## config.mk

```make
export PLATFORM = sky130hd
export DESIGN_NAME = scandg_queue
export DESIGN_NICKNAME = d
export VERILOG_FILES = /design/src/scandg_pkg.sv /design/src/scandg_queue.sv
export SDC_FILE = /design/constraint.sdc
export NUM_CORES = 1
export LEC_CHECK = 0
export ABC_AREA = 1
export BUFFER_PORTS_ARGS = -buffer_cell sky130_fd_sc_hd__buf_2
export CORE_ASPECT_RATIO = 0.8
export CORE_UTILIZATION = 50
export CTS_CLUSTER_DIAMETER = 150
export CTS_CLUSTER_SIZE = 28
export DETAILED_ROUTE_END_ITERATION = 7
export GPL_ROUTABILITY_DRIVEN = 0
export GPL_TIMING_DRIVEN = 0
export PLACE_DENSITY = 0.79
export SLEW_MARGIN = 5
export SYNTH_ARGS = -nofsm -noshare
export SYNTH_HDL_FRONTEND = slang
export SYNTH_SLANG_ARGS = --single-unit
```

## constraint.sdc

```tcl
create_clock -name i_clk -period 2 [get_ports i_clk]
set_clock_uncertainty 0.05 [all_clocks]
set_input_delay 0.2 -clock i_clk [delete_from_list [all_inputs] [get_ports i_clk]]
set_output_delay 0.2 -clock i_clk [all_outputs]
set_load 0.005 [all_outputs]
```

## src/scandg_pkg.sv

```systemverilog
// Shared types and constants for the beam-to-grid-cell projector.
// No dependencies; imported by the top level, front end, queue and back end.
`timescale 1ns / 1ps
`default_nettype none
package scandg_pkg;

    localparam int AHEAD_CELLS_DEF   = 256;
    localparam int LATERAL_CELLS_DEF = 256;
    localparam int DILATION_DEF      = 3;

    localparam int COORD_W    = 8;   // holds any coordinate for grids up to 256 cells
    localparam int QUEUE_DEPTH = 4;

    // register indexes of the configuration port
    localparam logic [7:0] REG_START_ANGLE     = 8'd0;
    localparam logic [7:0] REG_ANGLE_STEP      = 8'd1;
    localparam logic [7:0] REG_CELLS_PER_METRE = 8'd2;
    localparam logic [7:0] REG_LATERAL_OFFSET  = 8'd3;

    localparam logic [15:0] START_ANGLE_RST     = 16'd0;
    localparam logic [15:0] ANGLE_STEP_RST      = 16'd0;
    localparam logic [15:0] CELLS_PER_METRE_RST = 16'd2560;
    localparam logic [7:0]  LATERAL_OFFSET_RST  = 8'd128;

    // odd sine polynomial coefficients, Q30
    localparam logic [31:0] SIN_C1 = 32'd1686629713;
    localparam logic [31:0] SIN_C3 = 32'd693598668;
    localparam logic [31:0] SIN_C5 = 32'd85569303;
    localparam logic [31:0] SIN_C7 = 32'd5026995;

    localparam logic [15:0] QUARTER_TURN = 16'd16384;

    // clipped dilation square of one beam
    typedef struct packed {
        logic [COORD_W-1:0] a_lo;
        logic [COORD_W-1:0] a_hi;
        logic [COORD_W-1:0] l_lo;
        logic [COORD_W-1:0] l_hi;
    } t_span;

    typedef struct packed {
        logic  valid;
        logic  full;
    } t_queue_stat;

endpackage
`default_nettype wire

```

## src/scandg_queue.sv

```systemverilog
// Short queue of clipped spans between the front end and the cell walker.
// Uses scandg_pkg.
`timescale 1ns / 1ps
`default_nettype none
module scandg_queue (
    input  wire logic              i_clk,
    input  wire logic              i_rst_n,
    input  wire logic              i_push,
    input  wire scandg_pkg::t_span i_span,
    input  wire logic              i_pop,
    output scandg_pkg::t_span      o_span,
    output scandg_pkg::t_queue_stat o_stat
);
    import scandg_pkg::*;

    localparam int PW = $clog2(QUEUE_DEPTH);
    localparam int CW = $clog2(QUEUE_DEPTH + 1);

    t_span          r_mem [QUEUE_DEPTH];
    logic [PW-1:0]  r_wp, r_rp;
    logic [CW-1:0]  r_cnt;

    assign o_stat.valid = (r_cnt != '0);
    assign o_stat.full  = (r_cnt == CW'(QUEUE_DEPTH));
    assign o_span       = r_mem[r_rp];

    always_ff @(posedge i_clk) begin
        if (i_push) r_mem[r_wp] <= i_span;
    end

    always_ff @(posedge i_clk) begin
        if (!i_rst_n) begin
            r_wp  <= '0;
            r_rp  <= '0;
            r_cnt <= '0;
        end else begin
            if (i_push) r_wp <= r_wp + 1'b1;
            if (i_pop)  r_rp <= r_rp + 1'b1;
            r_cnt <= r_cnt + CW'(i_push) - CW'(i_pop);
        end
    end

endmodule
`default_nettype wire

```

# After elaboration in Yosys (flattened, before gate mapping)
# Memories as Yosys holds them, arrays and structs flattened. A register that Yosys moved wholly into a read port is not among the register bits.
# Index checks and enable logic that the tools add are counted.
# Widths: inputs -> output; s select.
[op_classes] addsub=4 n_mul=0 n_div=0 n_lt_le_gt_ge=0 n_eq_ne=1 shift=0 muxes=4 n_bitwise=0 reduce_logical=1
[op_table] op="$add 2x1->2 const B" count=2
[op_table] op="$mux 2" count=2
[op_table] op="$add 3x1->3" count=1
[op_table] op="$eq 3x3->1 const B" count=1
[op_table] op="$reduce_bool 3->1" count=1
[op_table] op="$sub 3x1->3" count=1
[op_table] op="$mux 1" count=2
[totals] reg_bits=7 latchBits=0 ram_bits=128 rom_bits=0 input_bits=36 out_inout_bits=34 wordCells=14 mem_count=1
[memory_table] name="r_mem" words=4 word_bits=32 rd=1 rd_ports_with_merged_regs=1 wr=1 line_no="scandg_queue.sv:19" rtl="t_span r_mem [QUEUE_DEPTH];"

# Depth between registers and ports, before layout
# Gate-level depths: netlist (run 1).
[logic_depth] depth_word=3 mapped_depth=8 depth_no_buf=8

# Worst setup path after synthesis (run 1)
# OpenSTA, ideal clock, no wires.
[synth_path] path_type="flip-flop to flip-flop" start="reg r_wp[0]" end="mem r_mem[2][0] (netlist name), enable pin" t_arrival_ns=1.222 required_ns=1.563 slack_ns=0.341 stages_incl_launch_ff=5 path_buffers=0 cell_sequence="dfxtp_1 -> inv_1 -> ha_1 -> nand2_1 -> inv_1"
[synth_lines] item="from (decl)" line_no="scandg_queue.sv:20" rtl="logic [PW-1:0] r_wp, r_rp;"
[synth_lines] item="from (signal assigned)" line_no="scandg_queue.sv:37" rtl="if (i_push) r_wp <= r_wp + 1'b1;"
[synth_lines] item="to (decl)" line_no="scandg_queue.sv:19"
# No word-level cell before the write port.

==> flow_metrics.env, run 1 <==
export IMPL_worstPathCellList="buf_6 -> buf_6 -> nand2_1 -> o211ai_1 -> nand2_1 -> buf_2"
export IMPL_num_antenna_cells=0
export IMPL_post_synth_net_total=471
export IMPL_avgViaCountPerCell=5.14
export IMPL_endpoint_kind="output pin"
export IMPL_clkSlewWorstSetupHoldPaths_ns=0.06
export IMPL_met2RoutedLength_um=5660
export IMPL_r2r_start="r_wp[0]"
export IMPL_worstPathMaxFanout=10
export IMPL_cells_after_synth=428
export IMPL_drc_errors=0
export IMPL_largest_net_degree_at_the_start_of_global_routing=33
export IMPL_cts_htree_levels=4
export IMPL_dr_total_vias=3610
export IMPL_dr_wl_met3_um=670
export IMPL_core_region_area_um2=10500
export IMPL_worst_r2r_path_depth=4
export IMPL_fin_crit_sh=0.904
export IMPL_synth_top_cells_by_area="sky130_fd_sc_hd__edfxtp_1, sky130_fd_sc_hd__inv_1, sky130_fd_sc_hd__nand2_1"
export IMPL_cts_hold_buf=34
export IMPL_timing_rr_end="r_mem[0][18]"
export IMPL_postSynthAreaPerCell_um2=12.9
export IMPL_chipWidth_um=119
export IMPL_maxSlewViolCount=0
export IMPL_first_global_vias=3512
export IMPL_run_status="finished clean"
export IMPL_final_routed_wirelength_across_all_metal_layers_um=11500
export IMPL_path_buf_inv=3
export IMPL_cp_endpoint="o_span[0]"
export IMPL_clk_path_buf_depth=2
export IMPL_design_portCount=70
export IMPL_maximum_capacitance_violations=0
export IMPL_critical_path_max_stage_delay_ns=0.36
export IMPL_synth_yosys_seq_area_share=0.731
export IMPL_crit_family="buffers and inverters"
export IMPL_total_of_flip_flops_plus_latches_after_synthesis=137
export IMPL_min_period_ns=1.81
export IMPL_global_route_wire_length_before_repair_um=17600
export IMPL_fillers=794
export IMPL_detail_route_iter0_violations=224
export IMPL_critical_path_required_ns=1.75
export IMPL_detail_route_first_pass_iterations=4
export IMPL_die_area_um2=11400
export IMPL_place_worst_setup_slack_ns=0.278
export IMPL_worst_setup_path_type="flop to output pin"
export IMPL_antenna_violating_nets_post_route=0
export IMPL_share_of_final_layout_standard_cells_stronger_than_drive_strength_1=0.220
export IMPL_grt_remaining_overflow=0
export IMPL_m1WireLength_um=4990
export IMPL_post_cts_setup_buffer_count=0
export IMPL_power_density_cell_area_nw_per_um2=1010
export IMPL_placementRows=33
export IMPL_detail_route_wl_per_cell_um=16.3
export IMPL_synth_top_cell_area_share=0.699
export IMPL_clkLatencyLatePin_ns=0.42
export IMPL_cpMaxStageDelayCell="sky130_fd_sc_hd__dfxtp_1"
export IMPL_timing_critical_path_depth=6
export IMPL_timing_hold_violations_final=0
export IMPL_cts_buffers=17
export IMPL_grt_antenna_before_repair=0
export IMPL_numClockSinks=137
export IMPL_post_cts_resized_instances=0
export IMPL_final_nets=593
export IMPL_area_overhead_vs_synth_pct=26.1
export IMPL_leading_area_contributor_after_synthesis="sky130_fd_sc_hd__edfxtp_1"
export IMPL_yosysUniqueCellTypes=16
export IMPL_cts_tree="yes"
export IMPL_post_layout_total_power_uw=7030
export IMPL_worst_endpoint_arrival_ns=1.56
export IMPL_slew_limit_headroom=0.453
export IMPL_max_slew_worst_pin_slew_ns=0.819
export IMPL_worst_hold_path_num_cells=3
export IMPL_syn_std_cell_area_um2=5500
export IMPL_yosys_warnings=0
export IMPL_setup_ws_ns=0.191
export IMPL_setup_viol=0
export IMPL_die_h_um=95.8
export IMPL_hold_class="primary input to flop"
export IMPL_clock_tree_root_cell="sky130_fd_sc_hd__clkbuf_16"
export IMPL_start_kind="flop"
export IMPL_topRoutingLayerUsed="met4"
export IMPL_grtUsageTotal=0.215
export IMPL_place_hpwl_um=6720
export IMPL_power_leakage_uw=0.00282
export IMPL_rsz0062_at_grt="no"
export IMPL_max_freq_ghz=0.553
export IMPL_smallest_hold_slack_ns=0.0879
export IMPL_max_vdd_ir_drop_mv=0.966
export IMPL_buffer_ports_inserted=69
export IMPL_timing_reg2reg_setup_slack_ns=0.28
export IMPL_initial_core_util=0.525
-- cell usage after synthesis --
library cell               count
sky130_fd_sc_hd__a21oi_1      38
sky130_fd_sc_hd__buf_2         9
sky130_fd_sc_hd__buf_4         2
sky130_fd_sc_hd__buf_6         7
sky130_fd_sc_hd__clkbuf_8      3
sky130_fd_sc_hd__dfxtp_1       9
sky130_fd_sc_hd__edfxtp_1    128
sky130_fd_sc_hd__fa_1          1
sky130_fd_sc_hd__ha_1          6
sky130_fd_sc_hd__inv_1        79
sky130_fd_sc_hd__nand2_1      74
sky130_fd_sc_hd__nand3_1       2
sky130_fd_sc_hd__nor2_1        2
sky130_fd_sc_hd__o211ai_1     32
sky130_fd_sc_hd__o21ai_0      28
sky130_fd_sc_hd__o21ai_1       8
-- power breakdown --
group | total (uW) | switching [uW] | internal, uW
Sequential | 3320 | 37.2 | 3280
Combinational | 705 | 417 | 288
Clock | 3000 | 1170 | 1830
Total | 7030 | 1630 | 5400
-- cells in the final DEF, fill, tap and decap left out, drive strengths merged --
| cell type | instances |
|---|---|
| dlygate4sd3 | 34 |
| dfxtp | 9 |
| buf | 87 |
| clkinv | 6 |
| o211ai | 32 |
| o21ai | 36 |
| fa | 1 |
| a21oi | 38 |
| bufinv | 2 |
| edfxtp | 128 |
| clkinvlp | 4 |
| inv | 82 |
| nand3 | 2 |
| nand2 | 74 |
| clkbuf | 20 |
| ha | 6 |
| nor2 | 2 |
-- registers in the layout, indices dropped and copies added (netlist names), named ones only --
name and flops:
r_rp 2, r_cnt 3, r_mem 128, r_wp 2
-- area by class of cell --
class | instances | area [um^2] | share of cell area
Sequential cell | 137 | 4020 | 0.580
Multi-Input combinational cell | 191 | 1000 | 0.144
Timing Repair Buffer | 103 | 686 | 0.0988
Clock buffer | 17 | 425 | 0.0613
Inverter | 79 | 297 | 0.0427
Buffer | 21 | 180 | 0.0260
Tap cell | 140 | 175 | 0.0252
Clock inverter | 15 | 151 | 0.0218
-- metrics by stage --
stage          setup TNS [ns]  cells  utilization  area (um^2)
5_1_grt                     0    703        0.662         6940
4_1_cts                     0    703        0.662         6940
3_5_place_dp                0    637        0.574         6020
6_report                    0    703        0.662         6940
2_1_floorplan               0    428            -         5500
3_3_place_gp           -16.03    637        0.574         6020
-- worst reg2reg max path, delay by kind of cell, from the launching register on --
family | cells | cell delay [ns]
buf+inv | 2 | 0.72
flops | 1 | 0.33
simple gates | 1 | 0.07
fa+ha+maj | 1 | 0.16
-- kinds of logic (layout without fill, tap and decap cells) --
group | count (synthesis) | after routing | share of synthesized area
AOI/OAI and AO/OA | 106 | 106 | 0.111
adders and majority gates | 7 | 7 | 0.0173
buffers and inverters | 100 | 235 | 0.0866
DFF | 137 | 137 | 0.731
and+or+nand+nor | 78 | 78 | 0.0537
-- how the worst min path moves through the flow --
stage	from	end	slack, ns
6_report	i_push	r_wp[0]	0.09
5_1_grt	i_push	r_wp[0]	0.12
4_1_cts	i_push	r_wp[0]	0.07
3_5_place_dp	i_span[7]	r_mem[1][7]	0.37
3_3_place_gp	i_span[16]	r_mem[3][16]	0.36
2_1_floorplan	i_pop	flop	0.24
-- layer usage --
layer / vias to the layer above / global-route usage
met5: - / 0
met4: 0 / 0.0728
met3: 13 / 0.0610
met2: 101 / 0.368
met1: 1775 / 0.267
li1: 1721 / -
(Power assumes the default switching activity.)
==> run 2: changes to the inputs <==
- CORE_ASPECT_RATIO: 0.8 -> 1.4
==> run 2 against run 1 <==
Critical path depth did not move. Non-clock buffer count fell by 1. Hold slack got worse by 0.051 ns. Register-to-register slack barely moved. First-iteration DRC count rose by 18%. Final area fell by 0.47%. Sequential power barely moved. Worst setup slack got worse by 0.016 ns. Routed wire length rose by 2.2%. Critical path type unchanged. Largest cell class unchanged. Largest power group unchanged. Highest routed layer unchanged.
==> flow_metrics.env, run 2 (synthesized netlist as in run 1, its figures left out) <==
export IMPL_run_status="finished clean"
export IMPL_detail_route_iter0_violations=264
export IMPL_post_cts_setup_buffer_count=0
export IMPL_drc_errors=0
export IMPL_area_overhead_vs_synth_pct=25.5
export IMPL_maxSlewViolCount=0
export IMPL_die_area_um2=11400
export IMPL_hold_class="primary input to flop"
export IMPL_min_period_ns=1.82
export IMPL_buffer_ports_inserted=69
export IMPL_post_cts_resized_instances=0
export IMPL_layout_cells_most_common="sky130_fd_sc_hd__edfxtp_1"
export IMPL_worst_hold_path_num_cells=3
export IMPL_final_nets=592
export IMPL_place_hpwl_um=6780
export IMPL_first_global_vias=3925
export IMPL_fillers=724
export IMPL_numPlacedInstances=635
export IMPL_smallest_hold_slack_ns=0.0367
export IMPL_worst_setup_path_type="flop to output pin"
export IMPL_clk_path_buf_depth=2
export IMPL_critical_path_required_ns=1.75
export IMPL_chipWidth_um=90.7
export IMPL_clock_tree_root_cell="sky130_fd_sc_hd__clkbuf_16"
export IMPL_max_freq_ghz=0.548
export IMPL_initial_core_util=0.523
export IMPL_detail_route_first_pass_iterations=4
export IMPL_grt_antenna_before_repair=0
export IMPL_global_route_wire_length_before_repair_um=18600
export IMPL_numClockSinks=137
export IMPL_share_of_final_layout_standard_cells_stronger_than_drive_strength_1=0.217
export IMPL_die_h_um=126
export IMPL_antenna_violating_nets_post_route=0
export IMPL_placementRows=44
export IMPL_largest_register="r_mem"
export IMPL_worstPathMaxFanout=10
export IMPL_multi_input_area_um2=1000
export IMPL_start_kind="flop"
export IMPL_timing_hold_violations_final=0
export IMPL_endpoint_kind="output pin"
export IMPL_avgViaCountPerCell=5.09
export IMPL_rsz0062_at_grt="no"
export IMPL_max_vdd_ir_drop_mv=0.601
export IMPL_place_worst_setup_slack_ns=0.270
export IMPL_grt_remaining_overflow=0
export IMPL_post_layout_total_power_uw=6950
export IMPL_clkLatencyLatePin_ns=0.40
export IMPL_setup_viol=0
export IMPL_layout_top_registers="r_mem x128, r_cnt x3"
export IMPL_cts_buffers=17
export IMPL_instances_no_fill=700
export IMPL_num_antenna_cells=0
export IMPL_cts_htree_levels=4
export IMPL_maximum_capacitance_violations=0
export IMPL_largest_register_ff_count=128
export IMPL_power_density_cell_area_nw_per_um2=1010
export IMPL_largest_net_degree_at_the_start_of_global_routing=33
export IMPL_worst_endpoint_arrival_ns=1.57
export IMPL_clkSlewWorstSetupHoldPaths_ns=0.06
export IMPL_design_portCount=70
export IMPL_cts_hold_buf=33
export IMPL_postLayoutCoreUtil=0.657
export IMPL_power_leakage_uw=0.00282
export IMPL_setup_ws_ns=0.175
export IMPL_cts_tree="yes"
export IMPL_mostFrequentLayoutCells="sky130_fd_sc_hd__edfxtp_1, sky130_fd_sc_hd__buf_2, sky130_fd_sc_hd__inv_1"
export IMPL_max_slew_worst_pin_slew_ns=0.822
export IMPL_grtUsageTotal=0.215
export IMPL_fin_crit_sh=0.912
export IMPL_dr_total_vias=3566
export IMPL_slew_limit_headroom=0.451
export IMPL_register_area_um2=4020
export IMPL_core_region_area_um2=10500
export IMPL_detail_route_wl_per_cell_um=16.7
export IMPL_final_routed_wirelength_across_all_metal_layers_um=11700
export IMPL_worst_r2r_path_depth=4
==> run 2: final cells by class <==
class,instances,area share
Buffer,21,0.0261
Clock buffer,22,0.0658
Clock inverter,10,0.0149
Inverter,79,0.0429
Multi-Input combinational cell,191,0.145
Sequential cell,137,0.583
Tap cell,138,0.0250
Timing Repair Buffer,102,0.0978
==> run 2: critical path, stage by stage, from the launching register on <==
cell and delay [ns]:
sky130_fd_sc_hd__dfxtp_1 0.36, sky130_fd_sc_hd__buf_6 0.18, sky130_fd_sc_hd__buf_4 0.20, sky130_fd_sc_hd__nand2_1 0.09
sky130_fd_sc_hd__o211ai_1 0.11, sky130_fd_sc_hd__nand2_1 0.10, sky130_fd_sc_hd__buf_2 0.13
==> run 2: routing by layer <==
layer | GRT usage | up-vias | wire length [um]
li1 | - | 1715 | -
met2 | 0.390 | 101 | 6490
met3 | 0.0465 | 19 | 479
met5 | 0 | - | 0
met4 | 0.118 | 0 | 231
met1 | 0.231 | 1731 | 4510
==> run 2: worst paths after layout <==
path / slack [ns] / start / end
max: 0.18 / flop / o_span[19]
min: 0.04 / i_rst_n / r_cnt[1]
max reg2reg: 0.27 / r_wp[0] / r_mem[2][14]
min reg2reg: 0.45 / r_rp[1] / r_rp[1]
==> run 2: per-stage QoR <==
step	setup TNS (ns)	cell area, um^2
after floorplan	0	5500
after global placement	-11.36	6020
after detailed placement	0	6020
after CTS	0	6910
after global routing	0	6910
final	0	6910
==> run 2: where the power goes <==
part | leakage [uW] | switching [uW] | internal (uW)
clock network | 0.000277 | 1080 | 1850
logic | 0.00129 | 415 | 286
registers | 0.00125 | 39.9 | 3280
total | 0.00282 | 1530 | 5420
