## config.mk

```make
export PLATFORM = sky130hd
export DESIGN_NAME = scandg_back
export DESIGN_NICKNAME = d
export VERILOG_FILES = /design/src/scandg_pkg.sv /design/src/scandg_back.sv
export SDC_FILE = /design/constraint.sdc
export NUM_CORES = 1
export LEC_CHECK = 0
export BUFFER_PORTS_ARGS = -buffer_cell sky130_fd_sc_hd__buf_2
export CORE_MARGIN = 2
export CORE_UTILIZATION = 45
export DETAILED_ROUTE_END_ITERATION = 10
export PLACE_DENSITY = 0.68
export SLEW_MARGIN = 15
export SYNTH_ARGS = -nofsm -noshare
export SYNTH_HDL_FRONTEND = slang
export SYNTH_SLANG_ARGS = --single-unit
```

## constraint.sdc

```tcl
create_clock -name i_clk -period 2.6 [get_ports i_clk]
set_input_delay 0.52 -clock i_clk [delete_from_list [all_inputs] [get_ports i_clk]]
set_output_delay 0.52 -clock i_clk [all_outputs]
set_load 0.1 [all_outputs]
```

## src/scandg_pkg.sv

```systemverilog
// Shared types and constants for the beam-to-grid-cell projector.
// No dependencies; imported by the top level, front end, queue and back end.
`timescale 1ns / 1ps
`default_nettype none
package scandg_pkg;

    localparam int AHEAD_CELLS_DEF   = 256;
    localparam int LATERAL_CELLS_DEF = 256;
    localparam int DILATION_DEF      = 3;

    localparam int COORD_W    = 8;   // holds any coordinate for grids up to 256 cells
    localparam int QUEUE_DEPTH = 4;

    // register indexes of the configuration port
    localparam logic [7:0] REG_START_ANGLE     = 8'd0;
    localparam logic [7:0] REG_ANGLE_STEP      = 8'd1;
    localparam logic [7:0] REG_CELLS_PER_METRE = 8'd2;
    localparam logic [7:0] REG_LATERAL_OFFSET  = 8'd3;

    localparam logic [15:0] START_ANGLE_RST     = 16'd0;
    localparam logic [15:0] ANGLE_STEP_RST      = 16'd0;
    localparam logic [15:0] CELLS_PER_METRE_RST = 16'd2560;
    localparam logic [7:0]  LATERAL_OFFSET_RST  = 8'd128;

    // odd sine polynomial coefficients, Q30
    localparam logic [31:0] SIN_C1 = 32'd1686629713;
    localparam logic [31:0] SIN_C3 = 32'd693598668;
    localparam logic [31:0] SIN_C5 = 32'd85569303;
    localparam logic [31:0] SIN_C7 = 32'd5026995;

    localparam logic [15:0] QUARTER_TURN = 16'd16384;

    // clipped dilation square of one beam
    typedef struct packed {
        logic [COORD_W-1:0] a_lo;
        logic [COORD_W-1:0] a_hi;
        logic [COORD_W-1:0] l_lo;
        logic [COORD_W-1:0] l_hi;
    } t_span;

    typedef struct packed {
        logic  valid;
        logic  full;
    } t_queue_stat;

endpackage
`default_nettype wire

```

## src/scandg_back.sv

```systemverilog
// Back end: walks each clipped span, ahead outer and lateral inner, one cell per cycle while not stalled.
// Uses scandg_pkg; drives the registered result channel.
`timescale 1ns / 1ps
`default_nettype none
module scandg_back #(
    parameter int AHEAD_CELLS = scandg_pkg::AHEAD_CELLS_DEF
) (
    input  wire logic                   i_clk,
    input  wire logic                   i_rst_n,
    input  wire scandg_pkg::t_queue_stat i_q,
    input  wire scandg_pkg::t_span      i_span,
    output logic                        o_pop,
    output logic                        o_valid,
    input  wire logic                   i_ready,
    output logic [15:0]                 o_cell_index,
    output logic                        o_last_cell
);
    import scandg_pkg::*;

    logic               r_busy;
    t_span              r_sp;
    logic [COORD_W-1:0] r_a, r_l;
    logic               r_ov;
    logic [15:0]        r_idx;
    logic               r_last;
    logic               w_slot, w_end_row, w_end;

    assign w_slot    = !r_ov || i_ready;
    assign w_end_row = (r_l == r_sp.l_hi);
    assign w_end     = w_end_row && (r_a == r_sp.a_hi);
    assign o_pop     = !r_busy && i_q.valid;

    assign o_valid      = r_ov;
    assign o_cell_index = r_idx;
    assign o_last_cell  = r_last;

    always_ff @(posedge i_clk) begin
        if (!i_rst_n) begin
            r_busy <= 1'b0;
            r_ov   <= 1'b0;
        end else begin
            if (o_pop) begin
                r_busy <= 1'b1;
            end else if (r_busy && w_slot && w_end) begin
                r_busy <= 1'b0;
            end
            if (w_slot) r_ov <= r_busy;
        end
    end

    always_ff @(posedge i_clk) begin
        if (o_pop) begin
            r_sp <= i_span;
            r_a  <= i_span.a_lo;
            r_l  <= i_span.l_lo;
        end else if (r_busy && w_slot) begin
            if (w_end_row) begin
                r_l <= r_sp.l_lo;
                r_a <= r_a + 1'b1;
            end else begin
                r_l <= r_l + 1'b1;
            end
        end
        if (r_busy && w_slot) begin
            r_idx  <= 16'(32'(r_a) * AHEAD_CELLS + 32'(r_l));
            r_last <= w_end;
        end
    end

endmodule
`default_nettype wire

```

Yosys cells after proc, flatten, opt, wreduce, memory -nomap -nowiden
Index checks and enable logic that the tools add are counted.

$add $sub $neg: 3. Equal/unequal tests: 2. Mux-type cells: 8. Reductions and logical operators: 11.

Operators with widths (count): $mux 8 (6); $add 16x8->16 (1); $add 8x1->8 const B (2); $eq 8x8->1 (2); $reduce_bool 2->1 (3); $logic_and 1x1->1 (4); $logic_not 1->1 (2); $mux 1 (2); $reduce_and 2->1 (1); $logic_or 1x1->1 (1).

Flip-flop bits (word level): 59. Input bits: 37. Output and inout bits: 19. Logic and storage cells: 33.

Longest topological paths before layout
Gate-level depths: netlist (run 1).

Depth in word-level cells: 6. Mapped depth: 6. Depth with buffers taken out: 6.

Worst setup path after synthesis (run 1)
OpenSTA, ideal clock, no wires.

Path kind: input -> output. Start: in i_q[1] (netlist name). End: out o_pop. Arrival: 2431 ps. Data required time: 2080 ps. Path slack: -351 ps. Cell stages on the path: 3. Path buffers: 1. Cells stage by stage: nand2_1 > inv_1 > clkbuf_1.

Cells in the longest elaborated chain, start to end: 1.

RTL lines: from (decl) (RTL line scandg_back.sv:10) `input wire scandg_pkg::t_queue_stat i_q,`; $logic_and 1x1->1 (RTL line scandg_back.sv:31) `assign o_pop = !r_busy && i_q.valid;`; to (decl) (RTL line scandg_back.sv:12) `output logic o_pop,`.

No other way between the ends.

Worst setup path in the final report (run 1)
Start: reg r_l[0]. End: reg r_a[5] (enable).

Cells in the longest elaborated chain, start to end: 3.

RTL lines: from (decl) (RTL line scandg_back.sv:22) `logic [COORD_W-1:0] r_a, r_l;`; from (signal assigned) (RTL line scandg_back.sv:55) `r_l <= i_span.l_lo;`; from (signal assigned) (RTL line scandg_back.sv:58) `r_l <= r_sp.l_lo;`; from (signal assigned) (RTL line scandg_back.sv:61) `r_l <= r_l + 1'b1;`; $eq 8x8->1 (RTL line scandg_back.sv:29) `assign w_end_row = (r_l == r_sp.l_hi);`; $reduce_bool 2->1 (no line); $reduce_and 2->1 (no line); to (signal assigned) (RTL line scandg_back.sv:54) `r_a <= i_span.a_lo;`; to (signal assigned) (RTL line scandg_back.sv:59) `r_a <= r_a + 1'b1;`; to (decl) (RTL line scandg_back.sv:22).

No other way between the ends. A chain may end at the register's enable or synchronous reset.

==> results.md, run 1 <==
* Setup TNS at 0 ns
* Crit path required time at 2.64 ns
* Antenna Nets Post-Route at 0
* Worst-path clk slew at 0.06 ns
* Final wirelength at 4320 µm
* WL/cell at 13.8 µm
* Row Count at 27
* Ports at 56
* Root Buffer: clkbuf_8
* M3 GR Usage at 5.29%
* Worst Reg-to-Reg Cells at 5
* PD cells at 805 nW/µm²
* Post-Synthesis Net Count at 211
* Worst Slack Setup Final at 0.585 ns
* Hold Path Class: in2reg
* Cell area after layout at 3060 µm²
* GR Overflow Total at 0
* Buf+Inv Stages, Crit Path at 1
* Synth Register Bits at 59
* Post_cts resized at 0
* GRT Util Overall at 15.9%
* Number of synthesized flops with an enable pin at 57
* R2R setup slack at 0.59 ns
* Worst hold slack at 0.357 ns
* Vias in the first global route at 1522
* Commonest cells in the netlist: edfxtp_1 (57), xnor2_1 (20), nand2_1 (16)
* Total die area at 6120 µm²
* XOR/XNOR share of the synthesized area at 9.89%
* Count of hold-fix buffers inserted at cts at 0
* P_leak at 1.14 nW
* Synth area leaders: edfxtp_1 (69%), xnor2_1 (7.1%), xor2_1 (2.8%), nand2_1 (2.4%), nand3_1 (2.2%)
* Buffers on Ports at 54
* Met2 Use GR at 23.1%
* Main combinational cell family by area after synthesis: simple AND/OR/NAND/NOR gates
* Initial Utilization at 45.9%
* Area leader, netlist: edfxtp_1
* Post-synthesis async set-or-reset flop share at 0%
* Routed vias at 1561
* Tmin final at 2.01 ns
* Die Ht at 78.2 µm
* Reg2reg end: r_a[5]$_DFFE_PP_
* Dpl ws at 0.637 ns
* Post-synthesis mux area share at 0%
* Status: finished, final reports clean
* First-pass GRT wire length at 7110 µm
* Number of diodes at 0
* Least-Margin Pin Slew at 0.693 ns
* Synth Area in Compound Gates at 6.66%
* RD Place Congestion at 0.746
* Fin nets at 275
* Biggest cell delay along the critical path at 0.51 ns
* WP depth at 5
* Initial DRC Count at 127
* Post-Route Skew at 0.00213 ns
* Drc violations at 0
* Synthesized area per cell at 14.4 µm²
* VDD IR max at 0.000330 V
* Fin. Hold Viols at 0
* Max H-tree Level at 3
* Most used routing layer: met2
* CP max stage cell: edfxtp_1
* Drt via density at 4.99
* First-pass DRT Iterations at 4
* Initial antenna violation count at 0
* Top cell type's share of synthesized area at 69.1%
* CTS Buffer Depth at 2
* Post-layout util at 56.7%
* Primary FF master, synth: edfxtp_1
* Hpwl dp at 3050 µm
* Slew Viols, Final at 0
* Max Cap Violations at 0
* Crit. End Element: flip-flop
* CTS tree: built
* Mapped Cells at 172
* Area Growth Syn to Fin at 23.6%
* Crit path arrival time at 2.06 ns
* Final setup viols at 0
* Synth Area in Simple Gates at 10.2%
* Most frequent cell after synthesis: edfxtp_1
* CTS Sinks at 59
* Register area share after synthesis at 70.7%
* Clk_lat worst skew at 0.33 ns
* Die width at 78.2 µm
* Worst relative slew slack at 53.8%
* F_max at 496 MHz
* CP delay by family, top: simple AND/OR/NAND/NOR gates
* RSZ-0062 raised after global routing: false
* Worst-path cell chain: xnor2_1 > and4_1 > nand2_1 > o21ai_0 > buf_4
* Crit path to: r_a[5]$_DFFE_PP_
* Setup Fix Bufs, Post-CTS at 0
* Largest net degree at the start of global routing at 25
* CTS Buf Count at 9
* Critical path launch point: r_l[0]$_DFFE_PP_
* Ratio of cells with drive above 1 in the final layout at 30.7%
* Reg2reg start: r_l[0]$_DFFE_PP_
* Mapped cell area at 2480 µm²
* CP Max Fanout at 8
* Startpoint class of the critical path: flip-flop
* Synth unique cells at 26
* Synthesized-area fraction occupied by adder cells at 1.01%
* Fin crit share at 77.5%
* Kind of critical path: reg2reg
* GR met1 Demand/Resource at 20.7%
* Area of placed instances at 2860 µm²
* Synth warn at 0
* Total core area at 5410 µm²
-- registers in the layout (all words and copies together), names as in the netlist --
signal	flops
r_sp	24
o_cell_index	16
r_a	8
r_l	8
o_last_cell	1
o_valid	1
r_busy	1
-- final cells by class --
class / instances / area (µm²)
fillers: 468 / 2340
flip-flops and latches: 59 / 1750
multi-input cells: 105 / 688
repair buffers: 58 / 315
clock buffers: 9 / 124
well taps: 72 / 90.1
clock inverters: 7 / 82.6
inverters: 3 / 11.3
-- report_power, final --
part / internal (mW) / switching (mW) / total [mW]
Sequential: 1.14 / 0.0604 / 1.20
Combinational: 0.117 / 0.282 / 0.399
Clock: 0.527 / 0.335 / 0.862
Total: 1.79 / 0.678 / 2.47
-- worst reg2reg max path: stages (launching register included) --
cell	delay, ns
edfxtp_1	0.51
xnor2_1	0.25
and4_1	0.39
nand2_1	0.17
o21ai_0	0.20
buf_4	0.20
-- cells by family after synthesis --
logic type | after synthesis
XOR/XNOR | 28
flip-flops | 59
AO/OA/AOI/OAI | 27
AND/OR/NAND/NOR | 48
adder cells (fa/ha/maj) | 2
buffers and inverters | 8
-- layout by cell type (no fill, tap or decap), drive strengths merged, types with 4 or more instances in the layout --
master and n:
buf 58, edfxtp 57, xnor2 20, nand2 16, nand3 11, o21ai 9
clkbuf 9, xor2 8, a21oi 5, a31oi 5, clkinv 5, and3 4
nand2b 4, nand4 4
-- through the flow --
step | total power, mW | cells
floorplan | 1.52 | 172
global placement | 1.62 | 297
detailed placement | 1.62 | 297
CTS | 2.49 | 313
global route | 2.58 | 313
finish | 2.47 | 313
-- how the worst min path moves through the flow --
stage	cells past startpoint	slack (ns)	startpoint	end
after detailed placement	2	0.50	r_busy$_SDFFE_PN0P_	o_valid$_SDFFE_PN0N_
after global routing	1	0.34	i_span[19]	r_sp[19]$_DFFE_PP_
after global placement	2	0.47	r_busy$_SDFFE_PN0P_	o_valid$_SDFFE_PN0N_
after floorplan	2	0.47	r_busy$_SDFFE_PN0P_	o_valid$_SDFFE_PN0N_
final	1	0.36	i_span[4]	r_sp[4]$_DFFE_PP_
after CTS	1	0.34	i_span[4]	r_sp[4]$_DFFE_PP_
-- layer usage --
metal / vias up / wire length, µm
met5: - / 0
met4: 0 / 74
met3: 9 / 219
met2: 41 / 1950
met1: 735 / 2070
li1: 776 / -
No activity file was read; power rests on OpenSTA's default activity.
==> inputs of run 2 (changes only) <==
==> constraint.sdc (replaced) <==
create_clock -name i_clk -period 2 [get_ports i_clk]
set_input_delay 0.4 -clock i_clk [delete_from_list [all_inputs] [get_ports i_clk]]
set_output_delay 0.4 -clock i_clk [all_outputs]
set_load 0.1 [all_outputs]
==> run 2 against run 1 <==
Net effect:
- worst setup slack got worse by 0.39 ns
- final cell count rose by 4.2%
- first-iteration DRC count is 43% lower
- combinational power rose by 46%
- core utilization is 1.4 points higher
- clock-buffer cell count is 5 higher
- register-to-register slack got worse by 0.32 ns
==> results.md, run 2 (synthesized netlist as in run 1, its figures left out) <==
* Final setup viols at 0 (unchanged)
* VDD IR max at 0.000449 V (+36%)
* Fin nets at 288 (+4.7%)
* Most common cell after layout, fill and taps aside: edfxtp_1
* Drt via density at 5.03 (+0.81%)
* CTS Buffer Depth at 2 (unchanged)
* Largest net degree at the start of global routing at 22 (-12%)
* Max Cap Violations at 0 (unchanged)
* Status: finished, final reports clean
* Reg with most FFs: r_sp
* Initial Utilization at 45.9% (unchanged)
* Die Ht at 78.2 µm (unchanged)
* Reg2reg end: r_l[7]$_DFFE_PP_
* Crit. End Element: output port
* WL met2 at 2380 µm (+22%)
* Sum of routed wire segments on met1 at 1870 µm (-9.7%)
* Slew Viols, Final at 0 (unchanged)
* Ratio of cells with drive above 1 in the final layout at 34.3% (+3.5 points)
* Clk_lat worst skew at 0.33 ns (about the same)
* Ports at 56 (unchanged)
* Final wirelength at 4560 µm (+5.6%)
* Worst relative slew slack at 67.9% (+14 points)
* Routed vias at 1639 (+5.0%)
* RSZ-0062 raised after global routing: false
* # fillers at 470 (+0.43%)
* Die width at 78.2 µm (unchanged)
* Initial antenna violation count at 0 (unchanged)
* Inst Count DP at 310 (+4.4%)
* Antenna Nets Post-Route at 0 (unchanged)
* Final non-filler cell total at 326 (+4.2%)
* Root Buffer: clkbuf_8
* PD cells at 990 nW/µm² (+23%)
* CTS Sinks at 59 (unchanged)
* F_max at 555 MHz
* Hold Path Class: in2reg
* WL/cell at 14.0 µm (+1.4%)
* Setup TNS at 0 ns (unchanged)
* Least-Margin Pin Slew at 0.485 ns (-0.207 ns)
* Most frequent cells in the layout: edfxtp_1 (57), buf_2 (53), xnor2_1 (20)
* First-pass GRT wire length at 7360 µm (+3.6%)
* Number of diodes at 0 (unchanged)
* First-pass DRT Iterations at 4 (unchanged)
* GRT Util Overall at 16.1% (+0.27 points)
* Total core area at 5410 µm² (unchanged)
* Drc violations at 0 (unchanged)
* Reg2reg start: r_l[1]$_DFFE_PP_
* Hpwl dp at 3330 µm (+9.2%)
* Crit path arrival time at 1.40 ns (-0.66 ns)
* Kind of critical path: reg2out
* Buffers on Ports at 54 (unchanged)
* Post-Route Skew at 0.00898 ns (+0.00685 ns)
* Initial DRC Count at 72 (-43%)
* CTS Buf Count at 9 (unchanged)
* Area Growth Syn to Fin at 26.6%
* Row Count at 27 (unchanged)
* Startpoint class of the critical path: flip-flop
* Total die area at 6120 µm² (unchanged)
* Setup Fix Bufs, Post-CTS at 0 (unchanged)
* Post-layout util at 58.0% (+1.4 points)
* CP Max Fanout at 9 (+1)
* CTS tree: built
* Fin crit share at 90.1%
* Max Used Layer: met4
* Vias in the first global route at 1646 (+8.1%)
* P_leak at 1.19 nW (+4.5%)
* RD Place Congestion at 0.802 (+7.5%)
* Max reg flops at 24 (unchanged)
* Metal3 WL at 272 µm (+24%)
* Post_cts resized at 0 (unchanged)
* Crit path required time at 1.60 ns (-1.04 ns)
* Hold Crit Endpoint: r_sp[5]$_DFFE_PP_
* Tmin final at 1.80 ns
* R2R setup slack at 0.27 ns (-0.32 ns)
* Fin. Hold Viols at 0 (unchanged)
* Count of hold-fix buffers inserted at cts at 0 (unchanged)
* Hold Startpoint: i_span[5]
* Hold path depth at 1 (unchanged)
* Max H-tree Level at 3 (unchanged)
* Worst-path clk slew at 0.07 ns (about the same)
* GR Overflow Total at 0 (unchanged)
* Worst Reg-to-Reg Cells at 4 (-1)
run 2: layout make-up:
cell class	count	area, µm²	area share [%]
flip-flops and latches	59	1750	55.8
multi-input cells	105	688	21.9
repair buffers	71	413	13.2
clock buffers	14	173	5.50
well taps	72	90.1	2.87
inverters	3	11.3	0.359
clock inverters	2	10.0	0.319
run 2: how the worst max path moves through the flow:
stage / start / endpoint / slack [ns] / depth (start not counted)
finish: r_busy$_SDFFE_PN0P_ / o_pop / 0.20 / 5
detailed placement: r_l[6]$_DFFE_PP_ / r_a[3]$_DFFE_PP_ / 0.29 / 5
floorplan: r_l[5]$_DFFE_PP_ / r_a[0]$_DFFE_PP_ / 0.12 / 5
CTS: r_busy$_SDFFE_PN0P_ / o_pop / 0.16 / 5
global placement: r_l[5]$_DFFE_PP_ / r_a[5]$_DFFE_PP_ / 0.30 / 5
global route: r_busy$_SDFFE_PN0P_ / o_pop / 0.07 / 5
run 2: layer usage:
metal	global-route usage [%]	vias up
met5	0	-
met4	7.19	0
met3	4.83	5
met2	27.2	52
met1	19.1	781
li1	-	801
run 2: through the flow:
stage	power (mW)	setup slack [ns]	hold WS, ns	instance area (µm²)
after CTS	3.14	0.162	0.227	3140
after global routing	3.24	0.0684	0.223	3140
after global placement	2.14	0.296	0.481	2950
after floorplan	1.98	0.119	0.465	2480
final	3.11	0.199	0.242	3140
after detailed placement	2.16	0.291	0.493	2950
run 2: worst max-delay path, stage by stage, from the launching register on:
cell and delay [ns]:
dfxtp_1 0.32, inv_1 0.07, nand2_1 0.07, inv_1 0.20
buf_4 0.23, buf_12 0.19
run 2: report_power, final:
group | internal, mW | switching (mW) | leakage [nW] | total [mW]
sequential | 1.49 | 0.0615 | 0.561 | 1.55
combinational | 0.188 | 0.393 | 0.537 | 0.581
clock | 0.548 | 0.429 | 0.0965 | 0.978
